`config.mk`:
```
export PLATFORM = sky130hd
export DESIGN_NAME = sliding_window_receiver
export DESIGN_NICKNAME = d
export VERILOG_FILES = /design/src/rtl/swr_pkg.sv /design/src/rtl/sliding_window_receiver.sv /design/src/rtl/swr_ctrl.sv /design/src/rtl/swr_datapath.sv
export VERILOG_INCLUDE_DIRS = /design/src /design/src/rtl
export SDC_FILE = /design/constraint.sdc
export NUM_CORES = 1
export LEC_CHECK = 0
export ABC_AREA = 1
export BUFFER_PORTS_ARGS = -buffer_cell sky130_fd_sc_hd__buf_4
export CAP_MARGIN = 10
export CORE_MARGIN = 3
export CORE_UTILIZATION = 30
export CTS_CLUSTER_SIZE = 24
export DETAILED_ROUTE_END_ITERATION = 10
export MAX_ROUTING_LAYER = met4
export PLACE_DENSITY_LB_ADDON = 0.2
export SLEW_MARGIN = 5
export SYNTH_ARGS = -nofsm -noshare
export SYNTH_HDL_FRONTEND = slang
export SYNTH_SLANG_ARGS = --single-unit
```
`constraint.sdc`:
```
create_clock -name clock -period 5.3 [get_ports clock]
set_input_delay 0.53 -clock clock [delete_from_list [all_inputs] [get_ports clock]]
set_output_delay 0.53 -clock clock [all_outputs]
set_load 0.1 [all_outputs]
```
`src/rtl/sliding_window_receiver_macros.svh`:
```
// Assertion macros shared by the sliding window receiver RTL.
`ifndef SLIDING_WINDOW_RECEIVER_MACROS_SVH
`define SLIDING_WINDOW_RECEIVER_MACROS_SVH

// Same-cycle implication, checked outside reset.
`define SWR_ASSERT_IMPL(label, clk, rst, ante, cons) \
   label: assert property (@(posedge clk) disable iff (rst) (ante) |-> (cons)) \
      else $error("swr same-cycle check failed");

// Next-cycle implication, checked outside reset.
`define SWR_ASSERT_NEXT(label, clk, rst, ante, cons) \
   label: assert property (@(posedge clk) disable iff (rst) (ante) |=> (cons)) \
      else $error("swr next-cycle check failed");

`endif

```
`src/rtl/swr_pkg.sv`:
```
// Shared types and constants of the sliding window receiver.
package swr_pkg;

   localparam int SEQ_W      = 32;
   localparam int BYTE_W     = 8;
   localparam int WS_W       = 5;
   localparam int BS_W       = 6;
   localparam int ACK_W      = 6;
   localparam int CSR_IDX_W  = 1;
   localparam int CSR_DATA_W = 6;

   localparam int WS_RESET = 4;
   localparam int BS_RESET = 32;

   localparam logic [CSR_IDX_W-1:0] CSR_WINDOW = 1'b0;
   localparam logic [CSR_IDX_W-1:0] CSR_BUFFER = 1'b1;

   localparam logic KIND_DATA = 1'b0;
   localparam logic KIND_ACK  = 1'b1;

   typedef enum logic [1:0] {
      OUT_ACK,
      OUT_FINAL,
      OUT_BYTE
   } out_sel_type;

   typedef struct packed {
      logic        capture;
      logic        div_step;
      logic        store;
      logic        walk_init;
      logic        walk_step;
      logic        walk_commit;
      logic        walk_inorder;
      logic        set_finished;
      logic        fl_init;
      logic        fl_full;
      logic        fl_next;
      logic        restart;
      logic        out_load;
      out_sel_type out_sel;
      logic        out_last;
   } dp_cmd_type;

   typedef struct packed {
      logic finished;
      logic go_end;
      logic go_data;
      logic div_done;
      logic in_window;
      logic slot_filled;
      logic slot_is_next;
      logic walk_go;
      logic free_zero;
      logic end_cnt_zero;
      logic fl_last;
      logic out_free;
   } dp_status_type;

endpackage

```
`src/rtl/sliding_window_receiver.sv`:
```
// Top level of the selective-repeat sliding window receiver.
//
// Segments arrive on the req_ channel (valid/ready). A segment with a bad
// checksum, one outside the window, and every segment after the end segment
// is taken and dropped without a result. Results leave on the rsp_ channel
// (valid/ready); rsp_last marks the final beat caused by one segment.
// The window and buffer sizes are written through the csr_ port; the user
// must do so only while idle, which the block itself does not enforce.
// One segment is handled at a time. A data segment passes the bit-serial
// remainder of the sequence number by the buffer size, the window check, a
// walk over the filled slots when it walks, and the loading of its ack. A
// flush reads each byte from the registered slot memory before loading it.
// A segment outside the window frees the input after the window check, one
// with a bad checksum frees it on capture. The end segment loads its final
// ack and then flushes the stored bytes from slot zero up.
// The next segment is taken while the last beat still waits in the output
// register. When rsp_ready is low the beat is held and work stalls only once
// the next beat is due. Reset sets all window state to its defaults, clears
// the filled marks and loads the default sizes; the block is ready once it drops.
module sliding_window_receiver #(
   parameter int BUF_DEPTH = 32
) (
   input  logic                           clock,
   input  logic                           reset,
   input  logic                           csr_write_en,
   input  logic [swr_pkg::CSR_IDX_W-1:0]  csr_index,
   input  logic [swr_pkg::CSR_DATA_W-1:0] csr_wdata,
   input  logic                           req_valid,
   output logic                           req_ready,
   input  logic [swr_pkg::SEQ_W-1:0]      req_seq_num,
   input  logic [swr_pkg::BYTE_W-1:0]     req_data_byte,
   input  logic                           req_end_flag,
   input  logic                           req_checksum_ok,
   output logic                           rsp_valid,
   input  logic                           rsp_ready,
   output logic                           rsp_kind,
   output logic [swr_pkg::ACK_W-1:0]      rsp_ack_next,
   output logic [swr_pkg::ACK_W-1:0]      rsp_ack_free,
   output logic                           rsp_final_ack,
   output logic [swr_pkg::BYTE_W-1:0]     rsp_out_byte,
   output logic                           rsp_last
);
   import swr_pkg::*;

   `include "sliding_window_receiver_macros.svh"

   dp_cmd_type    cmd;
   dp_status_type st;

   swr_ctrl u_ctrl (
      .clock     (clock),
      .reset     (reset),
      .req_valid (req_valid),
      .req_ready (req_ready),
      .st        (st),
      .cmd       (cmd)
   );

   swr_datapath #(
      .BUF_DEPTH (BUF_DEPTH)
   ) u_datapath (
      .clock           (clock),
      .reset           (reset),
      .csr_write_en    (csr_write_en),
      .csr_index       (csr_index),
      .csr_wdata       (csr_wdata),
      .req_seq_num     (req_seq_num),
      .req_data_byte   (req_data_byte),
      .req_end_flag    (req_end_flag),
      .req_checksum_ok (req_checksum_ok),
      .rsp_ready       (rsp_ready),
      .rsp_valid       (rsp_valid),
      .rsp_kind        (rsp_kind),
      .rsp_ack_next    (rsp_ack_next),
      .rsp_ack_free    (rsp_ack_free),
      .rsp_final_ack   (rsp_final_ack),
      .rsp_out_byte    (rsp_out_byte),
      .rsp_last        (rsp_last),
      .cmd             (cmd),
      .st              (st)
   );

   // A beat is never loaded over one that has not been taken.
   `SWR_ASSERT_IMPL(a_load_into_free, clock, reset, cmd.out_load, st.out_free)
   // Nothing is stored once the end segment has been seen.
   `SWR_ASSERT_IMPL(a_no_store_after_end, clock, reset, cmd.store, !st.finished)
   // An accepted end segment keeps the block busy for its final ack.
   `SWR_ASSERT_NEXT(a_end_busy, clock, reset, req_valid && req_ready && st.go_end, !req_ready)

endmodule

```
`src/rtl/swr_ctrl.sv`:
```
// Controller state machine of the sliding window receiver.
module swr_ctrl (
   input  logic                  clock,
   input  logic                  reset,
   input  logic                  req_valid,
   output logic                  req_ready,
   input  swr_pkg::dp_status_type st,
   output swr_pkg::dp_cmd_type   cmd
);
   import swr_pkg::*;

   typedef enum logic [3:0] {
      S_IDLE,
      S_DIV,
      S_CHECK,
      S_WALK,
      S_POST,
      S_FL_RD,
      S_FL_WR,
      S_ACK,
      S_END_ACK
   } state_type;

   state_type state_ff, state_in;
   logic      is_end_ff, is_end_in;
   logic      inorder_ff, inorder_in;

   assign req_ready = (state_ff == S_IDLE) && !reset;

   always_comb begin
      state_in   = state_ff;
      is_end_in  = is_end_ff;
      inorder_in = inorder_ff;
      cmd        = '0;
      cmd.out_sel = OUT_ACK;
      case (state_ff)
         S_IDLE: begin
            if (req_valid) begin
               cmd.capture = 1'b1;
               if (st.go_end) begin
                  state_in = S_END_ACK;
               end else if (st.go_data) begin
                  state_in = S_DIV;
               end
            end
         end
         S_DIV: begin
            cmd.div_step = 1'b1;
            if (st.div_done) begin
               state_in = S_CHECK;
            end
         end
         S_CHECK: begin
            if (!st.in_window) begin
               state_in = S_IDLE;
            end else if (!st.slot_filled) begin
               cmd.store = 1'b1;
               if (st.slot_is_next) begin
                  cmd.walk_init = 1'b1;
                  inorder_in    = 1'b1;
                  state_in      = S_WALK;
               end else begin
                  state_in = S_POST;
               end
            end else begin
               cmd.walk_init = 1'b1;
               inorder_in    = 1'b0;
               state_in      = S_WALK;
            end
         end
         S_WALK: begin
            if (st.walk_go) begin
               cmd.walk_step = 1'b1;
            end else begin
               cmd.walk_commit  = 1'b1;
               cmd.walk_inorder = inorder_ff;
               state_in         = S_POST;
            end
         end
         S_POST: begin
            // A full buffer is emitted before its ack.
            if (st.free_zero) begin
               cmd.fl_init = 1'b1;
               cmd.fl_full = 1'b1;
               is_end_in   = 1'b0;
               state_in    = S_FL_RD;
            end else begin
               state_in = S_ACK;
            end
         end
         S_FL_RD: begin
            state_in = S_FL_WR;
         end
         S_FL_WR: begin
            if (st.out_free) begin
               cmd.out_load = 1'b1;
               cmd.out_sel  = OUT_BYTE;
               cmd.out_last = is_end_ff && st.fl_last;
               cmd.fl_next  = 1'b1;
               if (st.fl_last) begin
                  state_in = is_end_ff ? S_IDLE : S_ACK;
               end else begin
                  state_in = S_FL_RD;
               end
            end
         end
         S_ACK: begin
            if (st.out_free) begin
               cmd.out_load = 1'b1;
               cmd.out_sel  = OUT_ACK;
               cmd.out_last = 1'b1;
               cmd.restart  = st.free_zero;
               state_in     = S_IDLE;
            end
         end
         S_END_ACK: begin
            if (st.out_free) begin
               cmd.out_load     = 1'b1;
               cmd.out_sel      = OUT_FINAL;
               cmd.out_last     = st.end_cnt_zero;
               cmd.fl_init      = 1'b1;
               cmd.set_finished = 1'b1;
               is_end_in        = 1'b1;
               state_in         = st.end_cnt_zero ? S_IDLE : S_FL_RD;
            end
         end
         default: begin
            state_in = S_IDLE;
         end
      endcase
   end

   always_ff @(posedge clock) begin
      if (reset) begin
         state_ff   <= S_IDLE;
         is_end_ff  <= 1'b0;
         inorder_ff <= 1'b0;
      end else begin
         state_ff   <= state_in;
         is_end_ff  <= is_end_in;
         inorder_ff <= inorder_in;
      end
   end

endmodule

```
`src/rtl/swr_datapath.sv`:
```
// Datapath of the sliding window receiver: window state, slot memory, remainder unit, output.
module swr_datapath #(
   parameter int BUF_DEPTH = 32
) (
   input  logic                                clock,
   input  logic                                reset,
   input  logic                                csr_write_en,
   input  logic [swr_pkg::CSR_IDX_W-1:0]       csr_index,
   input  logic [swr_pkg::CSR_DATA_W-1:0]      csr_wdata,
   input  logic [swr_pkg::SEQ_W-1:0]           req_seq_num,
   input  logic [swr_pkg::BYTE_W-1:0]          req_data_byte,
   input  logic                                req_end_flag,
   input  logic                                req_checksum_ok,
   input  logic                                rsp_ready,
   output logic                                rsp_valid,
   output logic                                rsp_kind,
   output logic [swr_pkg::ACK_W-1:0]           rsp_ack_next,
   output logic [swr_pkg::ACK_W-1:0]           rsp_ack_free,
   output logic                                rsp_final_ack,
   output logic [swr_pkg::BYTE_W-1:0]          rsp_out_byte,
   output logic                                rsp_last,
   input  swr_pkg::dp_cmd_type                 cmd,
   output swr_pkg::dp_status_type              st
);
   import swr_pkg::*;

   localparam int CW    = $clog2(BUF_DEPTH + 1);
   localparam int IW    = $clog2(BUF_DEPTH);
   localparam int SW    = ((CW > WS_W) ? CW : WS_W) + 1;
   localparam int DCW   = $clog2(SEQ_W);
   localparam int B_RST = (BS_RESET > BUF_DEPTH) ? BUF_DEPTH : BS_RESET;
   localparam int L_RST = (WS_RESET < B_RST - 1) ? WS_RESET : B_RST - 1;

   function automatic logic [CW-1:0] win_end(input logic [CW-1:0] from,
                                             input logic [WS_W-1:0] ws,
                                             input logic [CW-1:0] top);
      logic [SW-1:0] sum;
      sum = SW'(from) + SW'(ws);
      return (sum > SW'(top)) ? top : sum[CW-1:0];
   endfunction

   // Configuration registers.
   logic [WS_W-1:0] ws_ff;
   logic [BS_W-1:0] bs_ff;

   // Window state.
   logic [BUF_DEPTH-1:0] filled_ff, filled_in;
   logic [CW-1:0]        lr_ff, lr_in, la_ff, la_in, ne_ff, ne_in, free_ff, free_in;
   logic                 finished_ff, finished_in;

   // Captured segment and remainder unit.
   logic [SEQ_W-1:0]  seq_ff;
   logic [BYTE_W-1:0] byte_ff;
   logic [CW-1:0]     rem_ff;
   logic [DCW-1:0]    dcnt_ff;
   logic [CW:0]       rem_try;

   // Walk and flush counters.
   logic [CW-1:0] widx_ff, fidx_ff, fcnt_ff;

   // Slot memory.
   logic [BYTE_W-1:0] mem [BUF_DEPTH];
   logic [BYTE_W-1:0] rd_ff;

   // Output register.
   logic              rsp_valid_ff;
   logic              kind_ff, final_ff, last_ff;
   logic [ACK_W-1:0]  next_ff, free_out_ff;
   logic [BYTE_W-1:0] obyte_ff;

   logic [CW-1:0] buf_b, top, end_cnt, lr_walk;
   logic          out_free;

   always_comb begin
      if (bs_ff == '0) begin
         buf_b = CW'(1);
      end else if ({1'b0, bs_ff} > (BS_W + 1)'(BUF_DEPTH)) begin
         buf_b = CW'(BUF_DEPTH);
      end else begin
         buf_b = bs_ff[CW-1:0];
      end
   end

   assign top      = buf_b - CW'(1);
   assign end_cnt  = (buf_b > free_ff) ? (buf_b - free_ff) : '0;
   assign lr_walk  = (widx_ff != '0) ? (widx_ff - CW'(1)) : '0;
   assign out_free = !rsp_valid_ff || rsp_ready;
   assign rem_try  = {rem_ff, seq_ff[SEQ_W-1]};

   // Status toward the controller.
   always_comb begin
      st.finished     = finished_ff;
      st.go_end       = req_checksum_ok && req_end_flag && !finished_ff;
      st.go_data      = req_checksum_ok && !req_end_flag && !finished_ff;
      st.div_done     = (dcnt_ff == DCW'(SEQ_W - 1));
      st.in_window    = (rem_ff >= lr_ff) && (rem_ff <= la_ff);
      st.slot_filled  = filled_ff[rem_ff[IW-1:0]];
      st.slot_is_next = (rem_ff == ne_ff);
      st.walk_go      = (widx_ff < buf_b) && filled_ff[widx_ff[IW-1:0]];
      st.free_zero    = (free_ff == '0);
      st.end_cnt_zero = (end_cnt == '0);
      st.fl_last      = (fidx_ff == fcnt_ff - CW'(1));
      st.out_free     = out_free;
   end

   // Next window state.
   always_comb begin
      filled_in   = filled_ff;
      lr_in       = lr_ff;
      la_in       = la_ff;
      ne_in       = ne_ff;
      free_in     = free_ff;
      finished_in = finished_ff;
      if (cmd.store) begin
         filled_in[rem_ff[IW-1:0]] = 1'b1;
         if (free_ff != '0) begin
            free_in = free_ff - CW'(1);
         end
      end
      if (cmd.walk_commit) begin
         ne_in = widx_ff;
         if (cmd.walk_inorder) begin
            lr_in = lr_walk;
            la_in = win_end(lr_walk, ws_ff, top);
         end
      end
      if (cmd.restart) begin
         filled_in = '0;
         free_in   = buf_b;
         lr_in     = '0;
         ne_in     = '0;
         la_in     = win_end('0, ws_ff, top);
      end
      if (cmd.set_finished) begin
         finished_in = 1'b1;
      end
   end

   always_ff @(posedge clock) begin
      if (reset) begin
         ws_ff       <= WS_W'(WS_RESET);
         bs_ff       <= BS_W'(BS_RESET);
         filled_ff   <= '0;
         lr_ff       <= '0;
         la_ff       <= CW'(L_RST);
         ne_ff       <= '0;
         free_ff     <= CW'(B_RST);
         finished_ff <= 1'b0;
      end else begin
         if (csr_write_en) begin
            case (csr_index)
               CSR_WINDOW: ws_ff <= csr_wdata[WS_W-1:0];
               CSR_BUFFER: bs_ff <= csr_wdata[BS_W-1:0];
               default: begin
               end
            endcase
         end
         filled_ff   <= filled_in;
         lr_ff       <= lr_in;
         la_ff       <= la_in;
         ne_ff       <= ne_in;
         free_ff     <= free_in;
         finished_ff <= finished_in;
      end
   end

   // Remainder of the sequence number by the buffer size, one bit per cycle.
   always_ff @(posedge clock) begin
      if (cmd.capture) begin
         seq_ff  <= req_seq_num;
         byte_ff <= req_data_byte;
         rem_ff  <= '0;
         dcnt_ff <= '0;
      end else if (cmd.div_step) begin
         seq_ff  <= {seq_ff[SEQ_W-2:0], 1'b0};
         dcnt_ff <= dcnt_ff + DCW'(1);
         if (rem_try >= {1'b0, buf_b}) begin
            rem_ff <= CW'(rem_try - {1'b0, buf_b});
         end else begin
            rem_ff <= rem_try[CW-1:0];
         end
      end
   end

   always_ff @(posedge clock) begin
      if (cmd.walk_init) begin
         widx_ff <= lr_ff;
      end else if (cmd.walk_step) begin
         widx_ff <= widx_ff + CW'(1);
      end
      if (cmd.fl_init) begin
         fidx_ff <= '0;
         fcnt_ff <= cmd.fl_full ? buf_b : end_cnt;
      end else if (cmd.fl_next) begin
         fidx_ff <= fidx_ff + CW'(1);
      end
   end

   always_ff @(posedge clock) begin
      if (cmd.store) begin
         mem[rem_ff[IW-1:0]] <= byte_ff;
      end
      rd_ff <= mem[fidx_ff[IW-1:0]];
   end

   // Output register; a new beat loads when it is empty or the previous one is taken.
   always_ff @(posedge clock) begin
      if (reset) begin
         rsp_valid_ff <= 1'b0;
      end else if (cmd.out_load) begin
         rsp_valid_ff <= 1'b1;
      end else if (rsp_ready) begin
         rsp_valid_ff <= 1'b0;
      end
   end

   always_ff @(posedge clock) begin
      if (cmd.out_load) begin
         kind_ff     <= (cmd.out_sel == OUT_BYTE) ? KIND_DATA : KIND_ACK;
         next_ff     <= (cmd.out_sel == OUT_ACK) ? ACK_W'(ne_ff) : '0;
         free_out_ff <= (cmd.out_sel == OUT_BYTE) ? '0 : ACK_W'(free_ff);
         final_ff    <= (cmd.out_sel == OUT_FINAL);
         obyte_ff    <= (cmd.out_sel == OUT_BYTE) ? rd_ff : '0;
         last_ff     <= cmd.out_last;
      end
   end

   assign rsp_valid     = rsp_valid_ff;
   assign rsp_kind      = kind_ff;
   assign rsp_ack_next  = next_ff;
   assign rsp_ack_free  = free_out_ff;
   assign rsp_final_ack = final_ff;
   assign rsp_out_byte  = obyte_ff;
   assign rsp_last      = last_ff;

endmodule
```
# Yosys cells after proc, flatten, opt, wreduce, memory -nomap -nowiden
# Memory sizes are Yosys's and may differ from the RTL's. A register that Yosys moved wholly into a read port is not among the register bits.
# Cells that the tools add are included.
[op_classes]
n_addsub = 10
n_lt_le_gt_ge = 11
eq_ne = 21
muxes = 73
bitwise_logic = 2
n_reduce_logical = 39
[ops]
columns = ["op", "n"]
rows = [
  ["6-bit 2-to-1 mux", 16],
  ["32-bit 2-to-1 mux", 2],
  ["4-bit 2-to-1 mux", 12],
  ["4-bit one-hot mux with 9 select lines", 1],
  ["32-bit OR", 1],
  ["1-bit 2-to-1 mux", 24],
  ["6-bit by 1-bit subtractor with 6-bit output, second input constant", 4],
  ["6-bit zero test", 3],
  ["2-bit nonzero test", 9],
  ["4-bit by 3-bit equality test with 1-bit output, second input constant", 4],
  ["3-bit 2-to-1 mux", 5],
  ["6-bit by 1-bit adder with 6-bit output, second input constant", 2],
  ["6-bit equality test", 2],
  ["5-bit by 6-bit < comparator with 1-bit output, second input constant", 2],
  ["2-bit 2-to-1 mux", 6],
  ["4-bit one-hot mux with 3 select lines", 1],
  ["6-bit nonzero test", 2],
  ["6-bit subtractor", 2],
  ["1-bit binary-select mux with 5-bit select", 2],
  ["2-bit AND reduction", 5],
  ["1-bit logical AND", 9],
  ["4-bit by 2-bit equality test with 1-bit output, second input constant", 2],
  ["2-bit by 1-bit != test with 1-bit output, second input constant", 4],
  ["6-bit by 5-bit adder with 7-bit output", 1],
  ["other kinds (28)", 35],
]
[word_totals]
register_bits = 167
mem_bits_rw = 256
input_bits = 54
output_inout_bits = 25
elab_cells = 182
n_memories = 1
[memory_table]
columns = ["memory", "words", "width", "read_ports", "rd_clocked_by_memory_dff", "wr", "line", "source"]
rows = [
  ["u_datapath.mem", 32, 8, 1, 1, 1, "swr_datapath.sv:62", "logic [BYTE_W-1:0] mem [BUF_DEPTH];"],
]

# Depth between registers and ports, before layout
# Gate-level depths: netlist of run 1.
[logic_depth]
word_depth = 10
ltp_mapped = 32
ltp_nobuf = 30

# Cells and area by module
# From an unflattened synthesis of run 1, not the netlist that was laid out.
[unflattened]
cells_unflattened = 1973
area_unflattened_um2 = 19557.5
[modules_own_cells]
columns = ["module", "instances", "cells_each", "area_each_um2", "seq_area_each_um2"]
rows = [
  ["swr_datapath", 1, 1852, 18906.9, 11821.3],
  ["swr_ctrl", 1, 121, 650.6, 120.1],
]

# Worst setup path after synthesis of run 1
# OpenSTA, ideal clock, no wires.
[synth_timing]
path_type = "flip-flop to flip-flop"
from = "register u_datapath.widx_ff[0]"
to = "register u_datapath.la_ff[2]"
setup_time_ps = 128
t_arrival_ps = 3506
required_time_ps = 5172
path_slack_ps = 1666
stages_incl_launch_ff = 28
period_less_slack_ps = 3634
cell_sequence = "edfxtp_1 > buf_2 > inv_2 > buf_2 > ha_1 > nand2_1 > inv_1 > nand2_1 > nand2_1 > inv_1 > ha_1 > fa_1 > a21oi_1 > o21ai_0 > xnor2_1 > inv_1 > ha_1 > a21oi_1 > nor2_1 > nor2_1 > nand2_1 > nand2_1 > nand2_1 > buf_4 > o21ai_0 > a21oi_1 > o21ai_0 > nand3_1"
[synth_via]
elab_chain_len = 8
word_cells_on_any_way = 18
cone_classes = "add/sub (2); order compare (2); mux (9); reduce/logical (5)"
[synth_lines]
columns = ["element", "line", "source"]
rows = [
  ["start: declaration", "swr_datapath.sv:59", "logic [CW-1:0] widx_ff, fidx_ff, fcnt_ff;"],
  ["start signal: assignment", "swr_datapath.sv:187", "widx_ff <= lr_ff;"],
  ["start signal: assignment", "swr_datapath.sv:189", "widx_ff <= widx_ff + CW'(1);"],
  ["6-bit by 1-bit subtractor with 6-bit output or 6-bit nonzero test (tied branches)", "swr_datapath.sv:86", "assign lr_walk = (widx_ff != '0) ? (widx_ff - CW'(1)) : '0;"],
  ["6-bit 2-to-1 mux *", "swr_datapath.sv:86", ""],
  ["net u_datapath.lr_walk[0]", "swr_datapath.sv:71", "logic [CW-1:0] buf_b, top, end_cnt, lr_walk;"],
  ["6-bit by 5-bit adder with 7-bit output *", "swr_datapath.sv:38", "sum = SW'(from) + SW'(ws);"],
  ["7-bit by 6-bit greater-than comparator with 1-bit output", "swr_datapath.sv:39", "return (sum > SW'(top)) ? top : sum[CW-1:0];"],
  ["6-bit 2-to-1 mux *", "swr_datapath.sv:39", ""],
  ["6-bit 2-to-1 mux *", "swr_datapath.sv:122", "if (cmd.walk_inorder) begin"],
  ["6-bit 2-to-1 mux *", "swr_datapath.sv:120", "if (cmd.walk_commit) begin"],
  ["6-bit 2-to-1 mux *", "swr_datapath.sv:127", "if (cmd.restart) begin"],
  ["end signal: assignment", "swr_datapath.sv:145", "la_ff <= CW'(L_RST);"],
  ["end signal: assignment", "swr_datapath.sv:160", "la_ff <= la_in;"],
  ["end: declaration", "swr_datapath.sv:48", "logic [CW-1:0] lr_ff, lr_in, la_ff, la_in, ne_ff, ne_in, free_ff, free_in;"],
]
# Mark *: on every way through the listed nets, which the timed path passes. The rest lies on a longest branch. The select of a mux whose other input is x is not followed.
# A chain may end at the register's enable or synchronous reset.

# Final worst setup path of run 1
[layout_timing]
from = "register u_datapath.widx_ff[1]"
to = "register u_datapath.la_ff[2]"
# The elaborated chain is that of the path after synthesis.

==> flow_results.org, run 1 <==
** Setup path
- Crit Path Max Fanout :: 14
- The critical path is of the reg2reg type.
- Data arrives at the worst endpoint at 4.72 ns.
- STA classifies the critical path endpoint as a flip-flop.
- Element type at the critical path start :: flip-flop
- Required @ worst endpoint :: 5.76 ns

** STA
- For the final database, setup skew stands at 0.01868 ns.
- Min Tclk post-route :: 4.267 ns
- Setup repair after global routing missed its margin :: false
- Setup violations remaining at the end of the flow were counted as 0.
- Measured against its own limit, the worst slew margin works out to 29.17%.
- Summed over all failing endpoints, the final setup total negative slack is 0 ns.
- The count of endpoints failing hold in the final timing report was 0.
- At the pin with the least slew margin, the transition time is 1.061 ns.
- Final Max Tran Viols :: 0
- Part of the cycle the worst path needs :: 80.51%
- Hold is met by 0.1034 ns.
- Derived from the worst setup path, the maximum achievable clock frequency is 234.4 MHz.

** Final layout
- The final layout contains 2229 nets.
- The sequential cells in the finished layout cover a total of 11950 sq um.
- Multi-input gate area in the final layout :: 6660 sq um
- Fraction of layout instances using a drive strength above 1 :: 9.671%
- Final core utilization :: 35.43%
- Design area :: 22960 sq um
- The filler cells instantiated in the layout total 6548.
- The repair_antennas step left the layout with diodes totalling 0.
- Area growth syn-to-layout :: 16.14%

** Synth
- Cell with the most instances after synthesis :: nand2_1
- Counting instances in the post-synthesis netlist gives the leading cell types as 448 x nand2_1, 331 x edfxtp_1, 245 x nor2_1, 204 x inv_1, 203 x o21ai_0.
- Async set-reset flop share out of synthesis :: 0%
- Distinct cell type count after synthesis :: 48
- Counting every instance in the synthesized netlist gives 2048.
- Sequential area share after synthesis :: 60.39%
- Top flip-flop cell by instance count after synthesis :: edfxtp_1
- Synthesized Nets :: 2159
- The cell area that synthesis handed to floorplanning was 19770 sq um.
- After synthesis, the cell types taking the most area are edfxtp_1 50%, dfxtp_1 10%, nand2_1 8.5%.
- Count of flip-flops with a built-in enable after synthesis :: 331
- Synth Area per Inst :: 9.655 sq um
- Area fraction of the dominant cell type after synthesis :: 50.27%
- Counting flops and latches in the post-synthesis netlist gives 431.
- Post-synthesis cell type with the largest combined area :: edfxtp_1
- Yosys printed 0 warnings.

** Power and ir drop
- Flop pwr share :: 41.8%
- Static Leakage :: 9.085 nW
- The internal power of the cells totals 6.921 mW.
- Share of total power in combinational logic :: 24.2%
- Summed over all nets, the switching power comes to 3.433 mW.
- Power density over the cells :: 450.9 nW/um^2
- The share of total power dissipated in the clock network is 34.0%.
- Net switching is 33.15% of the power.
- Worst vdd ir :: 0.2377 mV

** Floorplanning
- Measured along the x axis, the die boundary spans 262.7 um.
- Top-level port count :: 79
- The initialized floorplan defines 93 standard-cell rows.
- The total area inside the core boundary comes to 64810 sq um.
- Initial core utilization :: 30.51%
- Height of the die :: 262.7 um
- The die covers 69030 sq um.

** Clock network
- The longest clock path from root to sink contains 3 buffers.
- The H-tree generated during clock tree synthesis spans 2 levels.
- Clock-pin slew on the worst setup and hold paths :: 0.06 ns
- Clock latency at the later pin of the worst-skew pair :: 0.60 ns
- Count of cells resized by post-cts repair :: 0
- Root buffer cell :: clkbuf_16
- Counting every sink on the clock net gives 431.
- Cts-stage hold buffer count :: 0
- CTS tree :: built
- Buffers added to address setup during post-CTS repair amount to 0.
- Number of buffers inserted during clock tree synthesis :: 51

** Global routing
- Largest net degree at the start of global routing :: 132
- Total track usage :: 16.00%
- The via count of the first global-routing pass came to 14301.
- Overflow left after global routing :: 0
- Global-route wire length before repair :: 84410 um
- The number of antenna violations at the first check in global routing is 0.

** Drt
- Average routed wire per standard cell :: 18.09 um
- Using the TritonRoute via totals, the vias-per-cell ratio works out to 4.791.
- For this run, the detailed router's first-pass iteration total came to 5.
- For this block, the routed nets add up to 54560 um of wire.
- The detail route stage leaves a number of antenna-violating nets equal to 0.
- The first routing iteration left 931 violations.
- Number of vias in the routed layout :: 14450
- Residual DRC count :: 0

** Place
- In this run the tool buffered the top-level ports with 78 buffer cells.
- Placer Congestion :: 0.8701
- The placed instances occupy a cell area of 21280 sq um.
- HPWL Detailed :: 36140 um

** Run status
- Run status :: finished clean

** Job
- The tool flagged a number of max-cap violations equal to 0.

** Min path
- The worst hold path belongs to the class in2reg.
-- area by class of cell --
class                   instances  area share (%)
repair buffers                104           3.454
well taps                     855           4.658
clock inverters                24           1.226
multi-input cells            1315           29.00
inverters                     215           3.520
clock buffers                  72           6.119
flip-flops and latches        431           52.02
-- final timing paths --
path	from	depth (start not counted)	end	slack (ns)
worst max register to register	u_datapath.widx_ff[1]	26	u_datapath.la_ff[2]	1.03
worst min register to register	u_ctrl.inorder_ff	2	u_ctrl.inorder_ff	0.47
worst max-delay path	u_datapath.widx_ff[1]	26	u_datapath.la_ff[2]	1.03
worst min-delay path	req_data_byte[5]	1	u_datapath.byte_ff[5]	0.10
-- layer usage --
layer / routed length (um) / vias up / GRT usage, %
met5: 0 / - / -
met4: 1399 / 0 / 4.795
met3: 2087 / 79 / 2.163
met2: 26580 / 265 / 26.79
met1: 24500 / 6977 / 20.21
li1: - / 7129 / -
-- logic make-up (layout without fill, tap and decap cells) --
logic type	Yosys count	count (layout)	share of synthesized area (%)
AO/OA/AOI/OAI	407	407	11.43
XOR/XNOR	23	23	1.019
adder cells (fa/ha/maj)	57	57	3.721
buffers and inverters	302	415	5.948
flip-flops	431	431	60.39
other	1	1	0.01896
AND/OR/NAND/NOR	827	827	17.47
-- layout by cell type (no fill, tap or decap), types with 3 or more instances in the layout --
master	count
nand2_1	448
edfxtp_1	331
nor2_1	245
inv_1	203
o21ai_0	203
buf_4	103
dfxtp_1	98
a21oi_1	90
nand3_1	77
ha_1	54
clkbuf_16	51
o22ai_1	41
o221ai_1	24
nand4_1	22
xor2_1	17
clkbuf_1	16
o21ai_1	15
o211ai_1	13
clkinv_1	12
inv_2	7
o21a_1	7
xnor2_1	6
nor3_2	6
nor3_1	6
o31ai_1	5
clkinv_2	5
bufinv_16	5
clkbuf_8	5
nor3_4	4
nor2_4	3
nand3b_1	3
nor2_2	3
fa_1	3
clkinvlp_4	3
-- state kept, by name, summed over array words and instances (netlist names), 8 cells and up --
signal and count:
u_datapath.byte_ff 8, u_datapath.rd_ff 8, u_datapath.filled_ff 32, u_datapath.seq_ff 32
u_datapath.rsp_out_byte 8, u_datapath.mem 256
-- worst max-delay path, cell delays in order (launching register included) --
cell and delay, ns:
edfxtp_1 0.32, buf_4 0.19, clkinv_1 0.26, ha_1 0.29, nand2_1 0.13, inv_1 0.08
o21ai_0 0.07, o21ai_0 0.16, ha_1 0.38, a21oi_1 0.19, nand2_1 0.08, nand2_1 0.08
nand2_1 0.05, a21oi_1 0.16, or2_2 0.13, and2_1 0.14, inv_1 0.05, ha_1 0.26
inv_1 0.04, nor2_1 0.14, nand4_1 0.09, nand2_1 0.08, nand2_1 0.20, o21ai_0 0.22
a21oi_1 0.05, o21ai_0 0.19, nand3_1 0.09
-- power groups by stage --
stage	sequential [mW]	combinational, mW	clock (mW)
finish	4.33	2.51	3.52
global route	4.36	2.85	3.76
CTS	4.33	2.55	3.63
detailed placement	4.40	2.54	0
global placement	4.39	2.52	0
floorplan	4.60	1.59	0
-- through the flow --
stage | setup WS [ns] | std cells | total power, mW
2_1_floorplan | 1.666 | 2048 | 6.198
3_3_place_gp | 1.134 | 2919 | 6.911
3_5_place_dp | 1.040 | 2920 | 6.935
4_1_cts | 1.009 | 3016 | 10.50
5_1_grt | 0.3495 | 3016 | 10.96
6_report | 1.033 | 3016 | 10.35
(Power assumes the default switching activity.)
==> inputs of run 2 (changes only) <==
Clock period 5.3 ns to 3.6 ns, I/O delays scaled along.
==> run 2 against run 1 <==
Register-to-register slack worse by 0.88 ns. Cell area is 2.7% higher. Sequential cell count stayed put. Sequential power is 48% higher. Sequential share of layout area is 1.4 points lower. First-iteration DRC count is 1.5% higher. Critical path depth is 1 higher. Final cell count is 2.0% higher. Die area stayed put. Clock skew is 0.0014 ns higher.
==> flow_results.org, run 2 (synthesized netlist as in run 1, its figures left out) <==
** STA
- Hold is met by 0.04291 ns.
- Final setup skew :: 0.02005 ns
- Final setup slack of the worst path :: 0.1531 ns
- Setup violations remaining at the end of the flow were counted as 0.
- Min Tclk post-route :: 3.447 ns
- For the pin with the worst max-slew slack, the measured transition is 1.207 ns.
- Derived from the worst setup path, the maximum achievable clock frequency is 290.1 MHz.
- Final Max Tran Viols :: 0
- Hold Vio Cnt, Final :: 0
- Headroom to the max-slew limit :: 19.52%
- Setup repair after global routing missed its margin :: true
- The final critical path takes up 95.75% of the cycle.

** Final layout
- Nets :: 2293
- Relative to the synthesized area, the layout overhead comes to 19.28%.
- Design area :: 23590 sq um
- Layout filler cell count :: 6512
- Excluding fillers, the count of instances in the completed layout stands at 3077.
- Summing all multi-input logic gate instances after layout gives 6780 sq um.
- Combined flip-flop and latch cell area :: 11950 sq um
- Leaving out fill and tap cells, the most frequent cells in the layout are 440 x nand2_1, 331 x edfxtp_1, 243 x nor2_1, 199 x inv_1, 199 x o21ai_0.
- 0 antenna diodes ended up in the layout.
- Fraction of layout instances using a drive strength above 1 :: 12.33%
- Final core utilization :: 36.39%
- The library cell used most frequently in the layout, excluding fill and tap cells, is nand2_1.
- The register with the most flip-flops in the layout has 256 of them.

** Power and ir drop
- Worst vdd ir :: 0.4105 mV
- The analysis attributes to cell leakage a power of 9.370 nW.
- Power spread over the standard cell area amounts to 647.0 nW/um^2.

** Clock network
- In this run the number of H-tree levels came out at 2.
- Number of buffers inserted during clock tree synthesis :: 49
- Root buffer cell :: clkbuf_16
- For the worst-skew pair, the clock arrives at the later sink with an insertion delay of 0.60 ns.
- Number of buffers on the longest clock path :: 3
- Clock net sink count :: 431
- CTS tree :: built
- After clock tree synthesis, the clock-pin slew on the worst setup and hold paths is 0.06 ns.

** Setup path
- Across all register-to-register paths, the minimum setup slack is 0.15 ns.
- In this run the worst path has a maximum fanout of 6.
- STA classifies the critical path endpoint as a flip-flop.
- STA classifies the critical path startpoint as a flip-flop.
- At the worst endpoint, the required time is 4.14 ns.
- The critical path is of the reg2reg type.
- Critical Path AT :: 3.98 ns

** Global routing
- Total track usage :: 16.01%
- The via count of the first global-routing pass is 14465.
- Largest net degree at the start of global routing :: 73
- The number of antenna violations at the first check in global routing was 0.
- Global routing finished with a remaining overflow of 0.
- Global-route wire length before repair :: 84840 um

** Place
- Pre-CTS setup slack :: -0.08010 ns
- Placed standard-cell area :: 21500 sq um
- HPWL Detailed :: 36610 um
- Routability-driven placement finished with a final weighted congestion of 0.8329.
- Including well taps, the total number of placed cells is 2949.
- Quantity of I/O buffers inserted on ports :: 78

** Floorplanning
- Height of the die :: 262.7 um
- The initialized floorplan defines 93 standard-cell rows.
- For this configuration, the core starts out at a cell density of 30.51%.
- Core region area :: 64810 sq um
- Pin placement for this block handled 79 I/O pins.
- The die covers 69030 sq um.
- Width of the die :: 262.7 um

** Drt
- Using the TritonRoute via totals, the vias-per-cell ratio works out to 4.748.
- Final wirelength :: 54860 um
- First-pass DRT Iterations :: 5
- The routed layout has 14610 vias.
- Once detail routing completed, the nets flagged for antenna violations numbered 0.
- For this run, design rule violations remaining after detail routing come to 0.
- Average routed wire per standard cell :: 17.83 um
- The first routing iteration left 945 violations.

** Min path
- Tightest Hold Check Type :: in2reg

** Job
- Number of max-cap violations :: 0

** Run status
- The run finished with clean final reports.
-- run 2: path summary, 6_finish.rpt --
kind | from | endpoint | depth (start not counted)
setup / recovery | u_datapath.widx_ff[1] | u_datapath.la_ff[1] | 27
hold reg to reg | u_datapath.lr_ff[1] | u_datapath.lr_ff[1] | 2
hold / removal | req_seq_num[21] | u_datapath.seq_ff[21] | 3
setup reg to reg | u_datapath.widx_ff[1] | u_datapath.la_ff[1] | 27
-- run 2: stage by stage --
stage | power (mW) | setup TNS (ns)
2_1_floorplan | 9.125 | 0
4_1_cts | 15.40 | 0
3_3_place_gp | 10.23 | -0.03830
3_5_place_dp | 10.28 | -0.1522
5_1_grt | 16.13 | -0.1168
6_report | 15.26 | 0
-- run 2: layout make-up --
cell class              count  area share [%]
clock buffers              62           5.538
clock inverters            29           1.278
inverters                 215           3.437
well taps                 855           4.536
multi-input cells        1316           28.75
flip-flops and latches    431           50.65
repair buffers            169           5.814
-- run 2: power breakdown --
part           internal (mW)  switching [mW]  total, mW  leakage [nW]
sequential              6.07           0.339       6.40          3.83
combinational           1.17            2.66       3.83          4.77
clock                   2.94            2.08       5.03         0.776
-- run 2: worst max-delay path, cell delays in order, from the launching register on --
cell and delay (ns):
edfxtp_1 0.41, inv_2 0.11, ha_4 0.16, nand2_4 0.06, inv_4 0.07, nand2_2 0.06, nand2_2 0.07, inv_2 0.05
ha_4 0.16, fa_2 0.40, a21oi_2 0.16, o21ai_2 0.09, xnor2_1 0.16, inv_1 0.10, ha_4 0.25, a21oi_2 0.13
nor2_1 0.06, nor2_1 0.11, nand2_1 0.08, nand2_2 0.10, nand2_4 0.07, nand2_2 0.06, nand2_1 0.04, o21ai_1 0.14
inv_1 0.05, nand2_1 0.05, nand2_1 0.05, nor2_1 0.11
-- run 2: metal layers --
metal	wire length (um)	global-route usage, %	up-vias
met5	0	-	-
met4	1660	5.199	0
met3	1939	2.153	95
met2	26780	26.58	265
met1	24480	20.24	6984
li1	-	-	7266
-- run 2: repair_timing --
item,in CTS,in global routing
pin swaps,0,21
endpoints found under the hold margin,37,0
resized for setup,3,39
endpoints found under the setup margin,6,6
hold buffers,30,0
buffers inserted,0,6
cloned,0,1
